### src/hdl/pim_pkg.sv
// Shared types, constants and the microcode table of the pointer inertia block.
package pim_pkg;

	// Datapath widths fixed by the item and register fields
	localparam int SPEED_W   = 8;
	localparam int DIVIDEND_W = 16;
	localparam int QUO_W     = 15;
	localparam int DIVISOR_W = 7;
	localparam int DIV_CNT_W = 3;
	localparam int ACC_W     = 30;

	// Step counter of the microcode sequencer
	localparam int STEP_W = 4;
	typedef logic [STEP_W-1:0] step_t;

	localparam step_t STEP_IDLE    = 4'd0;
	localparam step_t STEP_INIT    = 4'd1;
	localparam step_t STEP_FRIC    = 4'd2;
	localparam step_t STEP_ACCEL   = 4'd3;
	localparam step_t STEP_DIVGO   = 4'd4;
	localparam step_t STEP_DIVWAIT = 4'd5;
	localparam step_t STEP_SQ      = 4'd6;
	localparam step_t STEP_SCALE   = 4'd7;
	localparam step_t STEP_SAT     = 4'd8;
	localparam step_t STEP_JTEND   = 4'd9;
	localparam step_t STEP_TFIRST  = 4'd10;
	localparam step_t STEP_TEND    = 4'd11;
	localparam step_t STEP_PCHK    = 4'd12;
	localparam step_t STEP_PFIRST  = 4'd13;
	localparam step_t STEP_EMIT    = 4'd14;

	// Datapath operations
	typedef enum logic [3:0] {
		UOP_NOP,
		UOP_LOAD,
		UOP_INIT,
		UOP_FRIC,
		UOP_ACCEL,
		UOP_DIVGO,
		UOP_SQ,
		UOP_SCALE,
		UOP_SAT,
		UOP_FIRST,
		UOP_TEND,
		UOP_EMIT
	} uop_t;

	// Jump conditions
	typedef enum logic [2:0] {
		COND_NEVER,
		COND_ALWAYS,
		COND_PRESS,
		COND_FRAME_Z,
		COND_FRAME_NZ,
		COND_AX_X
	} cond_t;

	// Hold reasons: the step repeats until the event has come
	typedef enum logic [1:0] {
		WAIT_NONE,
		WAIT_IN,
		WAIT_DIV,
		WAIT_OUT
	} stall_t;

	// Configuration register indexes
	typedef enum logic [7:0] {
		REG_ACCEL_LIMIT = 8'd0,
		REG_TOP_SPEED   = 8'd1,
		REG_FRICTION    = 8'd2,
		REG_FIRST_STEP  = 8'd3
	} reg_idx_t;

	typedef struct packed {
		uop_t   uop;
		stall_t stall;
		cond_t  cond;
		logic   tog;
		step_t  target;
	} cw_t;

	typedef struct packed {
		step_t step;
		uop_t  uop;
		logic  tog;
		logic  en;
		logic  idle;
	} ctrl_t;

	typedef struct packed {
		logic press;
		logic frame_zero;
		logic axis;
		logic div_busy;
	} dp_stat_t;

	typedef struct packed {
		dp_stat_t dp;
		logic     in_valid;
		logic     out_busy;
	} stat_t;

	typedef struct packed {
		logic signed [7:0] move_x;
		logic signed [7:0] move_y;
		logic              report_valid;
		logic              motion_stopped;
		logic              use_start_delay;
	} result_t;

	// Microcode program, one control word per step
	function automatic cw_t ucode(input step_t s);
		cw_t cw;
		cw = '{uop: UOP_NOP, stall: WAIT_NONE, cond: COND_ALWAYS, tog: 1'b0, target: STEP_IDLE};
		case (s)
			STEP_IDLE: begin
				cw.uop = UOP_LOAD; cw.stall = WAIT_IN; cw.cond = COND_NEVER;
			end
			STEP_INIT: begin
				cw.uop = UOP_INIT; cw.cond = COND_PRESS; cw.target = STEP_PCHK;
			end
			STEP_FRIC: begin
				cw.uop = UOP_FRIC; cw.cond = COND_NEVER;
			end
			STEP_ACCEL: begin
				cw.uop = UOP_ACCEL; cw.cond = COND_FRAME_Z; cw.target = STEP_TFIRST;
			end
			STEP_DIVGO: begin
				cw.uop = UOP_DIVGO; cw.cond = COND_NEVER;
			end
			STEP_DIVWAIT: begin
				cw.stall = WAIT_DIV; cw.cond = COND_NEVER;
			end
			STEP_SQ: begin
				cw.uop = UOP_SQ; cw.cond = COND_NEVER;
			end
			STEP_SCALE: begin
				cw.uop = UOP_SCALE; cw.cond = COND_NEVER;
			end
			STEP_SAT: begin
				cw.uop = UOP_SAT; cw.tog = 1'b1; cw.cond = COND_AX_X; cw.target = STEP_FRIC;
			end
			STEP_JTEND: begin
				cw.target = STEP_TEND;
			end
			STEP_TFIRST: begin
				cw.uop = UOP_FIRST; cw.tog = 1'b1; cw.cond = COND_AX_X; cw.target = STEP_FRIC;
			end
			STEP_TEND: begin
				cw.uop = UOP_TEND; cw.target = STEP_EMIT;
			end
			STEP_PCHK: begin
				cw.cond = COND_FRAME_NZ; cw.target = STEP_EMIT;
			end
			STEP_PFIRST: begin
				cw.uop = UOP_FIRST; cw.tog = 1'b1; cw.cond = COND_AX_X; cw.target = STEP_PFIRST;
			end
			STEP_EMIT: begin
				cw.uop = UOP_EMIT; cw.stall = WAIT_OUT; cw.target = STEP_IDLE;
			end
			default: begin
				cw.target = STEP_IDLE;
			end
		endcase
		return cw;
	endfunction

endpackage

### src/hdl/pim_channels.sv
// Valid/ready channel interfaces for items, results and configuration writes.
interface pim_item_if;
	logic              valid;
	logic              ready;
	logic              op;
	logic signed [1:0] press_x_dir;
	logic signed [1:0] press_y_dir;

	modport source (output valid, output op, output press_x_dir, output press_y_dir,
		input ready);
	modport sink (input valid, input op, input press_x_dir, input press_y_dir,
		output ready);
endinterface

interface pim_result_if;
	logic              valid;
	logic              ready;
	logic signed [7:0] move_x;
	logic signed [7:0] move_y;
	logic              report_valid;
	logic              motion_stopped;
	logic              use_start_delay;

	modport source (output valid, output move_x, output move_y, output report_valid,
		output motion_stopped, output use_start_delay, input ready);
	modport sink (input valid, input move_x, input move_y, input report_valid,
		input motion_stopped, input use_start_delay, output ready);
endinterface

interface pim_cfg_if;
	logic       valid;
	logic       ready;
	logic [7:0] index;
	logic [7:0] data;

	modport source (output valid, output index, output data, input ready);
	modport sink (input valid, input index, input data, output ready);
endinterface

### src/hdl/pim_divider.sv
// Restoring divider, two quotient bits per cycle.
module pim_divider (
	input  logic                               clk,
	input  logic                               arst_n,
	input  logic                               start,
	input  logic [pim_pkg::DIVIDEND_W-1:0]     dividend,
	input  logic [pim_pkg::DIVISOR_W-1:0]      divisor,
	output logic                               busy,
	output logic [pim_pkg::QUO_W-1:0]          quotient
);
	import pim_pkg::*;

	logic                  busy_q;
	logic [DIV_CNT_W-1:0]  cnt_q;
	logic [DIVISOR_W-1:0]  rem_q;
	logic [DIVIDEND_W-1:0] sh_q;
	logic [DIVISOR_W-1:0]  div_q;
	logic [DIVISOR_W-1:0]  rem_n;
	logic [DIVIDEND_W-1:0] sh_n;

	// Two dependent shift/subtract steps; dividend bits leave at the top,
	// quotient bits enter at the bottom
	always_comb begin
		logic [DIVISOR_W:0] t;
		rem_n = rem_q;
		sh_n  = sh_q;
		for (int i = 0; i < 2; i++) begin
			t    = {rem_n, sh_n[DIVIDEND_W-1]};
			sh_n = {sh_n[DIVIDEND_W-2:0], 1'b0};
			if (t >= {1'b0, div_q}) begin
				t       = t - {1'b0, div_q};
				sh_n[0] = 1'b1;
			end
			rem_n = t[DIVISOR_W-1:0];
		end
	end

	// Control state
	always_ff @(posedge clk or negedge arst_n) begin
		if (!arst_n) begin
			busy_q <= 1'b0;
			cnt_q  <= '0;
		end else if (start) begin
			busy_q <= 1'b1;
			cnt_q  <= '1;
		end else if (busy_q) begin
			cnt_q <= cnt_q - 1'b1;
			if (cnt_q == '0) begin
				busy_q <= 1'b0;
			end
		end
	end

	// Working registers
	always_ff @(posedge clk) begin
		if (start) begin
			sh_q  <= dividend;
			rem_q <= '0;
			div_q <= divisor;
		end else if (busy_q) begin
			sh_q  <= sh_n;
			rem_q <= rem_n;
		end
	end

	assign busy     = busy_q;
	assign quotient = sh_q[QUO_W-1:0];

endmodule

### src/hdl/pim_datapath.sv
// Datapath: configuration, axis state, friction, curve and saturation units.
module pim_datapath #(
	parameter int MOVE_LIMIT = 127
) (
	input  logic              clk,
	input  logic              arst_n,
	input  pim_pkg::ctrl_t    ctrl,
	input  logic              item_op,
	input  logic signed [1:0] item_x_dir,
	input  logic signed [1:0] item_y_dir,
	input  logic              cfg_we,
	input  logic [7:0]        cfg_index,
	input  logic [7:0]        cfg_data,
	output pim_pkg::dp_stat_t stat,
	output pim_pkg::result_t  res
);
	import pim_pkg::*;

	localparam logic [7:0] LIM = 8'(MOVE_LIMIT);

	// Configuration
	logic [6:0] accel_q;
	logic [7:0] top_q;
	logic [7:0] fric_q;
	logic [6:0] first_q;

	// Motion state
	logic signed [SPEED_W-1:0] spd_q [2];
	logic signed [1:0]         hd_q  [2];
	logic [7:0]                frame_q;
	logic                      ax_q;

	// Item and work registers
	logic                      op_q;
	logic signed [1:0]         dx_q;
	logic signed [1:0]         dy_q;
	logic [ACC_W-1:0]          acc_q;
	logic signed [7:0]         mv_q [2];
	logic                      stop_q;
	logic                      delay_q;

	logic signed [SPEED_W-1:0] v;
	logic signed [1:0]         h;
	logic signed [8:0]         v9;
	logic [6:0]                lim;
	logic signed [8:0]         lim_s;
	logic [8:0]                keep;
	logic                      fric_neg;
	logic                      fric_pos;
	logic signed [8:0]         fric_a;
	logic signed [18:0]        fric_p;
	logic signed [18:0]        fric_r;
	logic signed [SPEED_W-1:0] v_fric;
	logic signed [SPEED_W-1:0] v_accel;
	logic [7:0]                abs_v;
	logic [DIVIDEND_W-1:0]     dividend;
	logic                      div_busy;
	logic [QUO_W-1:0]          quo;
	logic [ACC_W-1:0]          sq;
	logic [ACC_W-1:0]          scale;
	logic [ACC_W:0]            rnd;
	logic [22:0]               mag;
	logic [7:0]                sat_m;
	logic signed [7:0]         mv_curve;
	logic signed [9:0]         fp;
	logic signed [9:0]         lim10;
	logic signed [7:0]         mv_first;
	logic                      div_start;

	assign v     = spd_q[ax_q];
	assign h     = hd_q[ax_q];
	assign v9    = 9'(v);
	assign lim   = (accel_q == '0) ? 7'd1 : accel_q;
	assign lim_s = $signed({2'b00, lim});
	assign keep  = 9'd256 - {1'b0, fric_q};

	// Friction: scale by keep/256, truncated toward zero
	assign fric_neg = !h[1] && v[SPEED_W-1];
	assign fric_pos = (h[1] || h == 2'sd0) && !v[SPEED_W-1] && (v != '0);
	assign fric_a   = fric_neg ? (v9 + 9'sd1) : v9;
	assign fric_p   = 19'(fric_a) * $signed({10'b0, keep});
	assign fric_r   = fric_neg ? ((fric_p + 19'sd255) >>> 8) : (fric_p >>> 8);

	always_comb begin
		v_fric = v;
		if (fric_neg || fric_pos) begin
			v_fric = fric_r[SPEED_W-1:0];
		end
	end

	// One unit toward the heading, bounded by the limit
	always_comb begin
		v_accel = v;
		if (!h[1] && h != 2'sd0 && v9 < lim_s) begin
			v_accel = v + 8'sd1;
		end else if (h[1] && v9 > -lim_s) begin
			v_accel = v - 8'sd1;
		end
	end

	// Curve: |v|*256/limit through the divider, squared, scaled by top speed
	assign abs_v     = v[SPEED_W-1] ? (8'd0 - v) : v;
	assign dividend  = {1'b0, abs_v[6:0], 8'b0};
	assign div_start = ctrl.en && ctrl.uop == UOP_DIVGO;
	assign sq        = ACC_W'(quo) * ACC_W'(quo);
	assign scale     = ACC_W'(top_q) * acc_q;

	pim_divider u_div (
		.clk      (clk),
		.arst_n   (arst_n),
		.start    (div_start),
		.dividend (dividend),
		.divisor  (lim),
		.busy     (div_busy),
		.quotient (quo)
	);

	// Floor for positive velocity, ceiling for negative, plus the sign unit
	assign rnd      = v[SPEED_W-1] ? ({1'b0, acc_q} + (ACC_W+1)'(255)) : {1'b0, acc_q};
	assign mag      = rnd[ACC_W:8] + {22'b0, (v != '0)};
	assign sat_m    = (mag > {15'b0, LIM}) ? LIM : mag[7:0];
	assign mv_curve = v[SPEED_W-1] ? $signed(8'd0 - sat_m) : $signed(sat_m);

	// First-frame move: heading times first step, saturated
	assign fp    = 10'(h) * $signed({3'b000, first_q});
	assign lim10 = $signed({2'b00, LIM});

	always_comb begin
		mv_first = fp[7:0];
		if (fp > lim10) begin
			mv_first = $signed(LIM);
		end else if (fp < -lim10) begin
			mv_first = $signed(8'd0 - LIM);
		end
	end

	// Configuration and motion state
	always_ff @(posedge clk or negedge arst_n) begin
		if (!arst_n) begin
			accel_q  <= 7'd32;
			top_q    <= 8'd16;
			fric_q   <= 8'd24;
			first_q  <= 7'd1;
			spd_q[0] <= '0;
			spd_q[1] <= '0;
			hd_q[0]  <= '0;
			hd_q[1]  <= '0;
			frame_q  <= '0;
			ax_q     <= 1'b0;
		end else begin
			if (cfg_we) begin
				case (cfg_index)
					REG_ACCEL_LIMIT: accel_q <= cfg_data[6:0];
					REG_TOP_SPEED:   top_q   <= cfg_data;
					REG_FRICTION:    fric_q  <= cfg_data;
					REG_FIRST_STEP:  first_q <= cfg_data[6:0];
					default: ;
				endcase
			end
			if (ctrl.en) begin
				if (ctrl.tog) begin
					ax_q <= !ax_q;
				end
				case (ctrl.uop)
					UOP_INIT: begin
						ax_q <= 1'b0;
						if (op_q && dx_q != 2'sd0) begin
							hd_q[0] <= dx_q;
						end
						if (op_q && dy_q != 2'sd0) begin
							hd_q[1] <= dy_q;
						end
					end
					UOP_FRIC:  spd_q[ax_q] <= v_fric;
					UOP_ACCEL: spd_q[ax_q] <= v_accel;
					UOP_TEND: begin
						if (hd_q[0] == 2'sd0 && hd_q[1] == 2'sd0 &&
								spd_q[0] == '0 && spd_q[1] == '0) begin
							frame_q <= '0;
						end else begin
							frame_q <= frame_q + 8'd1;
						end
					end
					default: ;
				endcase
			end
		end
	end

	// Item latch and work registers
	always_ff @(posedge clk) begin
		if (ctrl.en) begin
			case (ctrl.uop)
				UOP_LOAD: begin
					op_q <= item_op;
					dx_q <= item_x_dir;
					dy_q <= item_y_dir;
				end
				UOP_INIT: begin
					mv_q[0] <= '0;
					mv_q[1] <= '0;
					stop_q  <= 1'b0;
					delay_q <= op_q && (frame_q == '0);
				end
				UOP_SQ:    acc_q <= sq >> 8;
				UOP_SCALE: acc_q <= scale;
				UOP_SAT:   mv_q[ax_q] <= mv_curve;
				UOP_FIRST: mv_q[ax_q] <= mv_first;
				UOP_TEND: begin
					stop_q <= hd_q[0] == 2'sd0 && hd_q[1] == 2'sd0 &&
						spd_q[0] == '0 && spd_q[1] == '0;
				end
				default: ;
			endcase
		end
	end

	assign stat.press      = op_q;
	assign stat.frame_zero = (frame_q == '0);
	assign stat.axis       = ax_q;
	assign stat.div_busy   = div_busy;

	assign res.move_x          = mv_q[0];
	assign res.move_y          = mv_q[1];
	assign res.report_valid    = (mv_q[0] != '0) || (mv_q[1] != '0);
	assign res.motion_stopped  = stop_q;
	assign res.use_start_delay = delay_q;

endmodule

### src/hdl/pim_sequencer.sv
// Microcode sequencer: step counter, control word fetch, hold and jump logic.
module pim_sequencer (
	input  logic           clk,
	input  logic           arst_n,
	input  pim_pkg::stat_t stat,
	output pim_pkg::ctrl_t ctrl
);
	import pim_pkg::*;

	step_t step_q;
	step_t step_n;
	cw_t   cw;
	logic  hold;
	logic  take;

	assign cw = ucode(step_q);

	// Hold, jump condition and next step
	always_comb begin
		case (cw.stall)
			WAIT_IN:  hold = !stat.in_valid;
			WAIT_DIV: hold = stat.dp.div_busy;
			WAIT_OUT: hold = stat.out_busy;
			default:  hold = 1'b0;
		endcase
		case (cw.cond)
			COND_ALWAYS:   take = 1'b1;
			COND_PRESS:    take = stat.dp.press;
			COND_FRAME_Z:  take = stat.dp.frame_zero;
			COND_FRAME_NZ: take = !stat.dp.frame_zero;
			COND_AX_X:     take = !stat.dp.axis;
			default:       take = 1'b0;
		endcase
		if (hold) begin
			step_n = step_q;
		end else if (take) begin
			step_n = cw.target;
		end else begin
			step_n = step_q + 1'b1;
		end
	end

	always_ff @(posedge clk or negedge arst_n) begin
		if (!arst_n) begin
			step_q <= STEP_IDLE;
		end else begin
			step_q <= step_n;
		end
	end

	assign ctrl.step = step_q;
	assign ctrl.uop  = cw.uop;
	assign ctrl.tog  = cw.tog;
	assign ctrl.en   = !hold;
	assign ctrl.idle = (cw.stall == WAIT_IN);

endmodule

### src/hdl/pointer_inertia_motion.sv
// Top level of the two-axis pointer motion block with inertia.
//
// Items enter on the item channel: op 1 is a key press that loads the axis
// headings, op 0 is a tick that applies friction and acceleration and moves
// the pointer. Every item yields exactly one transfer on the result channel.
// The cfg channel writes accel_limit, top_speed, friction_amount and
// first_step by index; it is always ready, and the user must write it only
// while idle: the block does not enforce this. One item is worked on at a
// time by a microcoded sequencer over a shared datapath. A press on frame
// zero sets the first-frame moves; a tick applies friction and acceleration,
// then sets them on frame zero or else runs the curve once per axis through
// the serial divider, two quotient bits a cycle, and two registered multiplies.
// The sequencer returns to its idle step as the result is loaded, so the next
// item can transfer in the cycle after. The result sits in an output register;
// if the receiver stalls, the next item is still accepted and runs until its
// own result is due, then waits. Reset restores the default register values,
// clears velocities, headings and frame count, and leaves the result channel
// empty.
module pointer_inertia_motion #(
	parameter int MOVE_LIMIT = 127
) (
	input  logic         clk,
	input  logic         arst_n,
	pim_item_if.sink     item,
	pim_result_if.source result,
	pim_cfg_if.sink      cfg
);
	import pim_pkg::*;

	ctrl_t    ctrl;
	dp_stat_t dp_stat;
	stat_t    stat;
	result_t  res;
	result_t  out_q;
	logic     out_valid_q;
	logic     emit;

	assign stat.dp       = dp_stat;
	assign stat.in_valid = item.valid;
	assign stat.out_busy = out_valid_q && !result.ready;

	assign item.ready = ctrl.idle;
	assign cfg.ready  = 1'b1;

	pim_sequencer u_seq (
		.clk    (clk),
		.arst_n (arst_n),
		.stat   (stat),
		.ctrl   (ctrl)
	);

	pim_datapath #(
		.MOVE_LIMIT (MOVE_LIMIT)
	) u_dp (
		.clk        (clk),
		.arst_n     (arst_n),
		.ctrl       (ctrl),
		.item_op    (item.op),
		.item_x_dir (item.press_x_dir),
		.item_y_dir (item.press_y_dir),
		.cfg_we     (cfg.valid),
		.cfg_index  (cfg.index),
		.cfg_data   (cfg.data),
		.stat       (dp_stat),
		.res        (res)
	);

	// Output register
	assign emit = ctrl.en && ctrl.uop == UOP_EMIT;

	always_ff @(posedge clk or negedge arst_n) begin
		if (!arst_n) begin
			out_valid_q <= 1'b0;
		end else if (emit) begin
			out_valid_q <= 1'b1;
		end else if (result.ready) begin
			out_valid_q <= 1'b0;
		end
	end

	always_ff @(posedge clk) begin
		if (emit) begin
			out_q <= res;
		end
	end

	assign result.valid           = out_valid_q;
	assign result.move_x          = out_q.move_x;
	assign result.move_y          = out_q.move_y;
	assign result.report_valid    = out_q.report_valid;
	assign result.motion_stopped  = out_q.motion_stopped;
	assign result.use_start_delay = out_q.use_start_delay;

`ifndef SYNTHESIS
	// A new result never lands on one that is still waiting
	a_no_overwrite: assert property (@(posedge clk) disable iff (!arst_n)
		emit |-> !(out_valid_q && !result.ready))
		else $error("result register overwritten before transfer");

	// The divider only runs while the program waits on it
	a_div_step: assert property (@(posedge clk) disable iff (!arst_n)
		dp_stat.div_busy |-> ctrl.step == STEP_DIVWAIT)
		else $error("divider busy outside its wait step");

	// A tick that stops motion carries no movement
	a_stop_quiet: assert property (@(posedge clk) disable iff (!arst_n)
		(out_valid_q && out_q.motion_stopped) |->
			(out_q.move_x == 8'sd0 && out_q.move_y == 8'sd0 && !out_q.report_valid))
		else $error("stopped result carries movement");
`endif

endmodule

### src/flat_wrapper.sv
// flat-port wrapper written by rule: the top's interface ports become plain ports
module pointer_inertia_motion_flat import pim_pkg::*;
#(
	parameter int MOVE_LIMIT = 127
)
  (clk, arst_n, item_valid, item_op, item_press_x_dir, item_press_y_dir, item_ready, result_valid, result_move_x, result_move_y, result_report_valid, result_motion_stopped, result_use_start_delay, result_ready, cfg_valid, cfg_index, cfg_data, cfg_ready);
  pim_item_if item_i ();
  pim_result_if result_i ();
  pim_cfg_if cfg_i ();
  input  logic clk;
  input  logic arst_n;
  input wire logic [$bits(item_i.valid)-1:0] item_valid;
  input wire logic [$bits(item_i.op)-1:0] item_op;
  input wire logic [$bits(item_i.press_x_dir)-1:0] item_press_x_dir;
  input wire logic [$bits(item_i.press_y_dir)-1:0] item_press_y_dir;
  output wire logic [$bits(item_i.ready)-1:0] item_ready;
  output wire logic [$bits(result_i.valid)-1:0] result_valid;
  output wire logic [$bits(result_i.move_x)-1:0] result_move_x;
  output wire logic [$bits(result_i.move_y)-1:0] result_move_y;
  output wire logic [$bits(result_i.report_valid)-1:0] result_report_valid;
  output wire logic [$bits(result_i.motion_stopped)-1:0] result_motion_stopped;
  output wire logic [$bits(result_i.use_start_delay)-1:0] result_use_start_delay;
  input wire logic [$bits(result_i.ready)-1:0] result_ready;
  input wire logic [$bits(cfg_i.valid)-1:0] cfg_valid;
  input wire logic [$bits(cfg_i.index)-1:0] cfg_index;
  input wire logic [$bits(cfg_i.data)-1:0] cfg_data;
  output wire logic [$bits(cfg_i.ready)-1:0] cfg_ready;
  assign item_i.valid = item_valid;
  assign item_i.op = item_op;
  assign item_i.press_x_dir = item_press_x_dir;
  assign item_i.press_y_dir = item_press_y_dir;
  assign item_ready = item_i.ready;
  assign result_valid = result_i.valid;
  assign result_move_x = result_i.move_x;
  assign result_move_y = result_i.move_y;
  assign result_report_valid = result_i.report_valid;
  assign result_motion_stopped = result_i.motion_stopped;
  assign result_use_start_delay = result_i.use_start_delay;
  assign result_i.ready = result_ready;
  assign cfg_i.valid = cfg_valid;
  assign cfg_i.index = cfg_index;
  assign cfg_i.data = cfg_data;
  assign cfg_ready = cfg_i.ready;
  pointer_inertia_motion #(.MOVE_LIMIT(MOVE_LIMIT)) u_core (.clk(clk), .arst_n(arst_n), .item(item_i), .result(result_i), .cfg(cfg_i));
endmodule
### config.mk
export PLATFORM = sky130hd
export DESIGN_NAME = pointer_inertia_motion_flat
export DESIGN_NICKNAME = d
export VERILOG_FILES = /design/src/hdl/pim_pkg.sv /design/src/hdl/pim_channels.sv /design/src/hdl/pim_divider.sv /design/src/hdl/pim_datapath.sv /design/src/hdl/pim_sequencer.sv /design/src/hdl/pointer_inertia_motion.sv /design/src/flat_wrapper.sv
export SDC_FILE = /design/constraint.sdc
export NUM_CORES = 1
export LEC_CHECK = 0
export ABC_CLOCK_PERIOD_IN_PS = 7700
export BUFFER_PORTS_ARGS = -buffer_cell sky130_fd_sc_hd__buf_2
export CAP_MARGIN = 25
export CORE_MARGIN = 5
export CORE_UTILIZATION = 58
export CTS_CLUSTER_DIAMETER = 60
export DETAILED_ROUTE_END_ITERATION = 10
export HOLD_SLACK_MARGIN = 0.12
export PLACE_DENSITY = 0.83
export SETUP_SLACK_MARGIN = 0.2
export SLEW_MARGIN = 5
export SYNTH_ARGS = -nofsm -noshare
export SYNTH_HDL_FRONTEND = slang
export SYNTH_SLANG_ARGS = --single-unit
export TNS_END_PERCENT = 10
### constraint.sdc
create_clock -name clk -period 7.7 [get_ports clk]
set_input_delay 0 -clock clk [delete_from_list [all_inputs] [get_ports clk]]
set_output_delay 0 -clock clk [all_outputs]
set_load 0.01 [all_outputs]
# Word level (Yosys, flattened, before mapping)
# Memory sizes are Yosys's and may differ from the RTL's.
# Cells that the tools add are included.
# classes
muxes	62
n_eq_ne	36
bitwise_logic	3
reduce_logical	67
order_cmp	9
multipliers	4
add_sub_neg	15
# ops
cell	n
2-to-1 mux 8 bit	15
case mux 30 bit (2 select lines)	1
equality test 4 bit (second input constant)	11
case mux 4 bit (11 select lines)	1
bitwise mux 16 bit	2
equality test 4 x 3 -> 1 bit (second input constant)	8
logical NOT 8 bit	4
case mux 16 bit (2 select lines)	1
adder 30 x 8 -> 31 bit (second input constant)	1
2-to-1 mux 31 bit	1
multiplier 15 x 15 -> 30 bit	1
multiplier 8 x 30 -> 30 bit	1
2-to-1 mux 15 bit	2
2-to-1 mux 7 bit	4
case mux 4 bit (6 select lines)	1
nonzero test 8 bit	3
adder 23 x 1 -> 23 bit	1
greater-than comparator 23 x 7 -> 1 bit (second input constant)	1
AND reduction 2 bit	11
2-to-1 mux 1 bit	21
nonzero test 2 bit	9
adder 16 x 9 -> 16 bit (second input constant)	1
equality test 4 x 2 -> 1 bit (second input constant)	4
equality test 8 x 2 -> 1 bit (second input constant)	2
other kinds (52)	89
# totals
out_inout_bits	22
inputBits	26
wordCells	226
ff_bits	154
ram_bits	16
mem_count	1
# mem_list
memory	words	word_bits	read_ports	rd_clocked_by_memory_dff	write_ports	line	text
u_core.u_dp.mv_q	2	8	2	0	2	pim_datapath.sv:38	logic signed [7:0] mv_q [2];

# Depth between registers and ports, before layout
# depth
ltp_word	13
mapped_depth	28
ltp_nobuf	27

# Cells and area by module
# From an unflattened synthesis, not the netlist that was laid out.
# hier_totals
cells_unflattened	2712
hier_area_um2	25403.1
# modules_own_cells
mod	cells_each	instances	area_each_um2
pim_datapath	2380	1	21824.7
pim_divider	216	1	2274.7
pim_sequencer	89	1	660.6
pointer_inertia_motion	27	1	643.1

# Least setup slack after synthesis
# Ideal clock, no wire load.
# synth_path
path_kind	reg2reg
startpoint	reg u_core.u_dp.ax_q
endpoint	reg u_core.u_dp.spd_q[15] (netlist name)
period_less_slack_ps	7151
path_stages_with_launch	27
n_path_buf	1
setup_time_ps	125
slack_ps	549
arrival_time_ps	7026
path_cell_list	dfrtp_1 -> buf_6 -> mux2i_1 -> inv_1 -> ha_1 -> nand4_1 -> o31ai_1 -> nand2b_1 -> fa_1 -> fa_1 -> inv_1 -> fa_1 -> fa_1 -> inv_1 -> fa_1 -> inv_1 -> ha_1 -> inv_1 -> o21bai_1 -> xor2_1 -> nand3_1 -> a211oi_1 -> and4bb_2 -> nand3b_1 -> xnor3_1 -> o221ai_1 -> mux2_2
# synth_between
elab_chain_len	13
word_cells_on_any_way	40
classes_between	add/sub (4); mul (1); order compare (4); mux (16); bitwise (1); reduce/logical (14)
# synth_rtl
item	line	text
start, declared	pim_datapath.sv:31	logic ax_q;
start signal, assigned	pim_datapath.sv:162	ax_q <= !ax_q;
inverter 1 -> 2 bit (implied by the code) *	-	
parallel branches: the longest is 11 deep, another holds multiplier 9 x 10 -> 16 bit	-	
case mux 16 bit (2 select lines) *	pim_datapath.sv:164	case (ctrl.uop)
end signal, assigned by index	pim_datapath.sv:174	UOP_FRIC: spd_q[ax_q] <= v_fric;
end signal, assigned by index	pim_datapath.sv:175	UOP_ACCEL: spd_q[ax_q] <= v_accel;
end, declared	pim_datapath.sv:28	logic signed [SPEED_W-1:0] spd_q [2];
# Mark *: on every way between the ends. The select of a mux whose other input is x is not followed.
# A chain may end at the register's enable or synchronous reset.

# Worst setup path in the final report
# Same ends and word-level chain as after synthesis.

==> flow_summary.toml <==
[status]
status = "finished clean"

[clocking]
cts_h_tree_depth = 4
tritoncts.num_buffers = 17
tritoncts = "done"
cts_sinks = 170
clk_pin_slew_ps = 80
worstSkewPairLatency_ps = 460
ctsRootBufferMaster = "sky130_fd_sc_hd__clkbuf_16"
clock_path_buffers = 2

[critical_path]
worst_path_dominant_cell_family = "adder cells"
crit_cells = 26
criticalPathCategory = "reg2reg"
critPathLaunchType = "flop"
timing.critical_path.mode_cell = "sky130_fd_sc_hd__fa_1"
crit_path_max_incr_delay_ps = 560
cp_num_buf_inv = 5
worst_ep_arrival_time_ps = 7410
critPathSlowestCell = "sky130_fd_sc_hd__fa_1"
crit_fanout = 8
critical_path_required_ps = 8040
crit_path_end_kind = "flop"
worst-r2r-cell-count = 26

[sta]
tightestPinTransition_ps = 930
timing.final.hold_violations = 0
min_period_ps = 7070
setup_repair_after_global_routing_missed_its_margin = "false"
finalSetupTns_ps = 0
setup_viol_count_final = 0
timing.fmax_mhz = 142
final_max_slew_viol_count = 0
min_period_over_period = 0.918
clk_skew_ps = 16.4
slew-limit-headroom = 0.379

[floorplanning]
placeableCoreArea_um2 = 41900
die-area_um2 = 46700
floorplan.die.height_um = 216
num_io_pins = 48
die-width_um = 216
row_cnt = 75
initial_core_util = 0.588

[grt]
globalRouteMet1Util = 0.344
grt_start_max_net_pins = 69
first_pass_grt_wire_length_um = 103000
grt.met2_usage = 0.466
via_count_of_the_first_global_routing_pass = 20900
initial_antenna_violation_count = 0
grt_util_met3 = 0.0346
global_route.peak_usage_layer = "met2"
globalRouteTotalUtil = 0.267
global_route.overflow_total = 0

[logic_synthesis]
yosysUniqueCellTypes = 84
post_synth.cell_area_avg_um2 = 9.21
ys.flop_type = "sky130_fd_sc_hd__edfxtp_1"
yosys_warnings = 0
postSynth.asyncResetShare = 0.400
count_of_flip_flops_with_a_built_in_enable_after_synthesis = 86
syn-cell-area_um2 = 24600
synth-seq-area-share = 0.187
syn_inst = 2676
synth-seq-cells = 170
syn-num-nets = 3257

[place]
place.port_buffers = 46
gp_routability_congestion = 0.975
hpwl_after_detailed_placement_um = 47600

[cells_and_area]
number_of_antenna_diodes = 0
nNetsFinal = 3287
seq_area_um2 = 4610
syn2layout_area_growth_pct = 6.95
drive_gt1_frac = 0.0835
fill_cells = 3295
multi_input_area_um2 = 18300

[drt]
drt_first_iter_violations = 1564
route.detailed.vias_per_inst = 6.04
drt_drc_violations_left = 0
drtAntennaViolNets = 0
vias_after_detailed_routing = 19700
wl_um = 61000
wl_per_cell_um = 18.7
drtPass1Iterations = 6

[run]
cap_violations = 0

[min_path]
worst_hold_path.num_cells = 5
min-delay-path-class = "in2reg"
==> through the flow <==
| step | instance area (um^2) | setup WS, ps | utilization | instances | hold WS, ps |
|---|---|---|---|---|---|
| floorplan | 24600 | 549 | - | 2676 | -296 |
| global placement | 25500 | 339 | 0.607 | 3200 | 182 |
| detailed placement | 25500 | 99.8 | 0.607 | 3200 | 182 |
| CTS | 26300 | 224 | 0.626 | 3252 | 207 |
| global route | 26400 | 180 | 0.628 | 3258 | 259 |
| finish | 26400 | 635 | 0.628 | 3258 | 222 |
==> registers in the layout, summed over array words and instances, names as in the netlist, 2 cells and up <==
name and cells:
u_core.result.move_x 8, u_core.result.move_y 8, u_core.u_dp.acc_q 30, u_core.u_dp.accel_q 7, u_core.u_dp.dx_q 2, u_core.u_dp.dy_q 2, u_core.u_dp.first_q 7, u_core.u_dp.frame_q 8
u_core.u_dp.fric_q 8, u_core.u_dp.hd_q 4, u_core.u_dp.mv_q 16, u_core.u_dp.spd_q 16, u_core.u_dp.top_q 8, u_core.u_dp.u_div.cnt_q 3, u_core.u_dp.u_div.div_q 7, u_core.u_dp.u_div.rem_q 7
u_core.u_dp.u_div.sh_q 16, u_core.u_seq.step_q 4
==> area by class of cell <==
cell class                 count  share of cell area
timing repair buffer         116              0.0304
tap                          539              0.0256
multi-input combinational   2031               0.693
clock buffer                  17              0.0161
clock inverter                15             0.00684
inverter                     370              0.0529
sequential                   170               0.175
==> kinds of logic after synthesis <==
logic type,synth area share
adder cells (fa/ha/maj),0.384
other,0.000305
XOR/XNOR,0.0457
flip-flops,0.187
AO/OA/AOI/OAI,0.101
multiplexers,0.0309
AND/OR/NAND/NOR,0.177
buffers and inverters,0.0738
==> synth_stat cells, types with 6 or more instances <==
master	count	area share
sky130_fd_sc_hd__a211oi_1	25	0.0076
sky130_fd_sc_hd__a21o_1	26	0.0079
sky130_fd_sc_hd__a21oi_1	103	0.021
sky130_fd_sc_hd__a22oi_1	6	0.0018
sky130_fd_sc_hd__a31oi_1	16	0.0041
sky130_fd_sc_hd__and2_1	162	0.041
sky130_fd_sc_hd__and3_1	25	0.0063
sky130_fd_sc_hd__clkbuf_1	94	0.014
sky130_fd_sc_hd__dfrtp_1	63	0.064
sky130_fd_sc_hd__dfxtp_1	16	0.013
sky130_fd_sc_hd__edfxtp_1	86	0.10
sky130_fd_sc_hd__fa_1	335	0.27
sky130_fd_sc_hd__ha_1	220	0.11
sky130_fd_sc_hd__inv_1	366	0.056
sky130_fd_sc_hd__mux2_2	48	0.022
sky130_fd_sc_hd__mux2i_1	22	0.0089
sky130_fd_sc_hd__nand2_1	289	0.044
sky130_fd_sc_hd__nand2b_1	19	0.0048
sky130_fd_sc_hd__nand3_1	52	0.011
sky130_fd_sc_hd__nand3b_1	11	0.0034
sky130_fd_sc_hd__nand4_1	16	0.0041
sky130_fd_sc_hd__nor2_1	180	0.027
sky130_fd_sc_hd__nor2b_1	23	0.0058
sky130_fd_sc_hd__nor3_1	40	0.0081
sky130_fd_sc_hd__nor4_1	20	0.0051
sky130_fd_sc_hd__o211ai_1	16	0.0049
sky130_fd_sc_hd__o21a_1	16	0.0049
sky130_fd_sc_hd__o21ai_0	84	0.017
sky130_fd_sc_hd__o21bai_1	9	0.0027
sky130_fd_sc_hd__o22ai_1	8	0.0020
sky130_fd_sc_hd__o31a_1	6	0.0021
sky130_fd_sc_hd__o31ai_1	12	0.0037
sky130_fd_sc_hd__or2_2	17	0.0043
sky130_fd_sc_hd__or3_1	16	0.0041
sky130_fd_sc_hd__xnor2_1	87	0.031
sky130_fd_sc_hd__xor2_1	39	0.014
==> final timing paths <==
| path | endpoint | startpoint | slack [ps] |
|---|---|---|---|
| worst max-delay path | u_core.u_dp.spd_q[15]$_DFFE_PN0P_ | u_core.u_dp.ax_q$_DFFE_PN0P_ | 630 |
| worst min-delay path | u_core.u_dp.accel_q[3]$_DFFE_PN0P_ | cfg_index[5] | 220 |
| worst max register to register | u_core.u_dp.spd_q[15]$_DFFE_PN0P_ | u_core.u_dp.ax_q$_DFFE_PN0P_ | 630 |
| worst min register to register | u_core.result.motion_stopped$_DFFE_PP_ | u_core.u_dp.stop_q$_DFFE_PP_ | 430 |
| max in group asynchronous | u_core.u_dp.ax_q$_DFFE_PN0P_ | arst_n | 6800 |
| min in group asynchronous | u_core.u_dp.frame_q[7]$_DFFE_PN0P_ | arst_n | 280 |
==> worst register-to-register path, cell delays in order (launching register included) <==
cell and delay (ps):
sky130_fd_sc_hd__dfrtp_2 490, sky130_fd_sc_hd__mux2i_1 170, sky130_fd_sc_hd__buf_4 170, sky130_fd_sc_hd__nor3_2 240, sky130_fd_sc_hd__and3_1 300, sky130_fd_sc_hd__nand2_1 130, sky130_fd_sc_hd__xnor2_1 240, sky130_fd_sc_hd__nand2_1 130
sky130_fd_sc_hd__fa_1 540, sky130_fd_sc_hd__fa_1 490, sky130_fd_sc_hd__inv_1 60, sky130_fd_sc_hd__fa_1 500, sky130_fd_sc_hd__fa_1 560, sky130_fd_sc_hd__inv_1 60, sky130_fd_sc_hd__fa_1 510, sky130_fd_sc_hd__inv_1 40
sky130_fd_sc_hd__ha_1 290, sky130_fd_sc_hd__inv_1 80, sky130_fd_sc_hd__o21bai_2 200, sky130_fd_sc_hd__xor2_1 230, sky130_fd_sc_hd__nand3_1 180, sky130_fd_sc_hd__a211oi_4 270, sky130_fd_sc_hd__and4bb_2 310, sky130_fd_sc_hd__nand3b_1 100
sky130_fd_sc_hd__xnor3_1 240, sky130_fd_sc_hd__o221ai_1 140, sky130_fd_sc_hd__mux2_2 280
==> layer usage <==
layer	vias up	wire length, um
met5	-	0
met4	0	2140
met3	169	4430
met2	838	30600
met1	9777	23800
li1	8882	-
==> timing repair <==
action                                  4_1_cts  5_1_grt
resized for setup                             1       11
pin swaps                                     0        1
hold buffers                                 20        0
buffers inserted                              0        4
endpoints found under the hold margin       102        0
endpoints found under the setup margin        4       10
==> placed cells by master (no fill, tap or decap), types with 52 or more instances in the layout <==
master                     count
sky130_fd_sc_hd__a21oi_1     103
sky130_fd_sc_hd__and2_1      162
sky130_fd_sc_hd__dfrtp_1      62
sky130_fd_sc_hd__edfxtp_1     86
sky130_fd_sc_hd__fa_1        335
sky130_fd_sc_hd__ha_1        220
sky130_fd_sc_hd__inv_1       366
sky130_fd_sc_hd__nand2_1     289
sky130_fd_sc_hd__nand3_1      52
sky130_fd_sc_hd__nor2_1      179
sky130_fd_sc_hd__o21ai_0      84
sky130_fd_sc_hd__xnor2_1      87
Power is not shown: default switching activity piles up to over one toggle a cycle in this logic, so the estimate is an artifact.
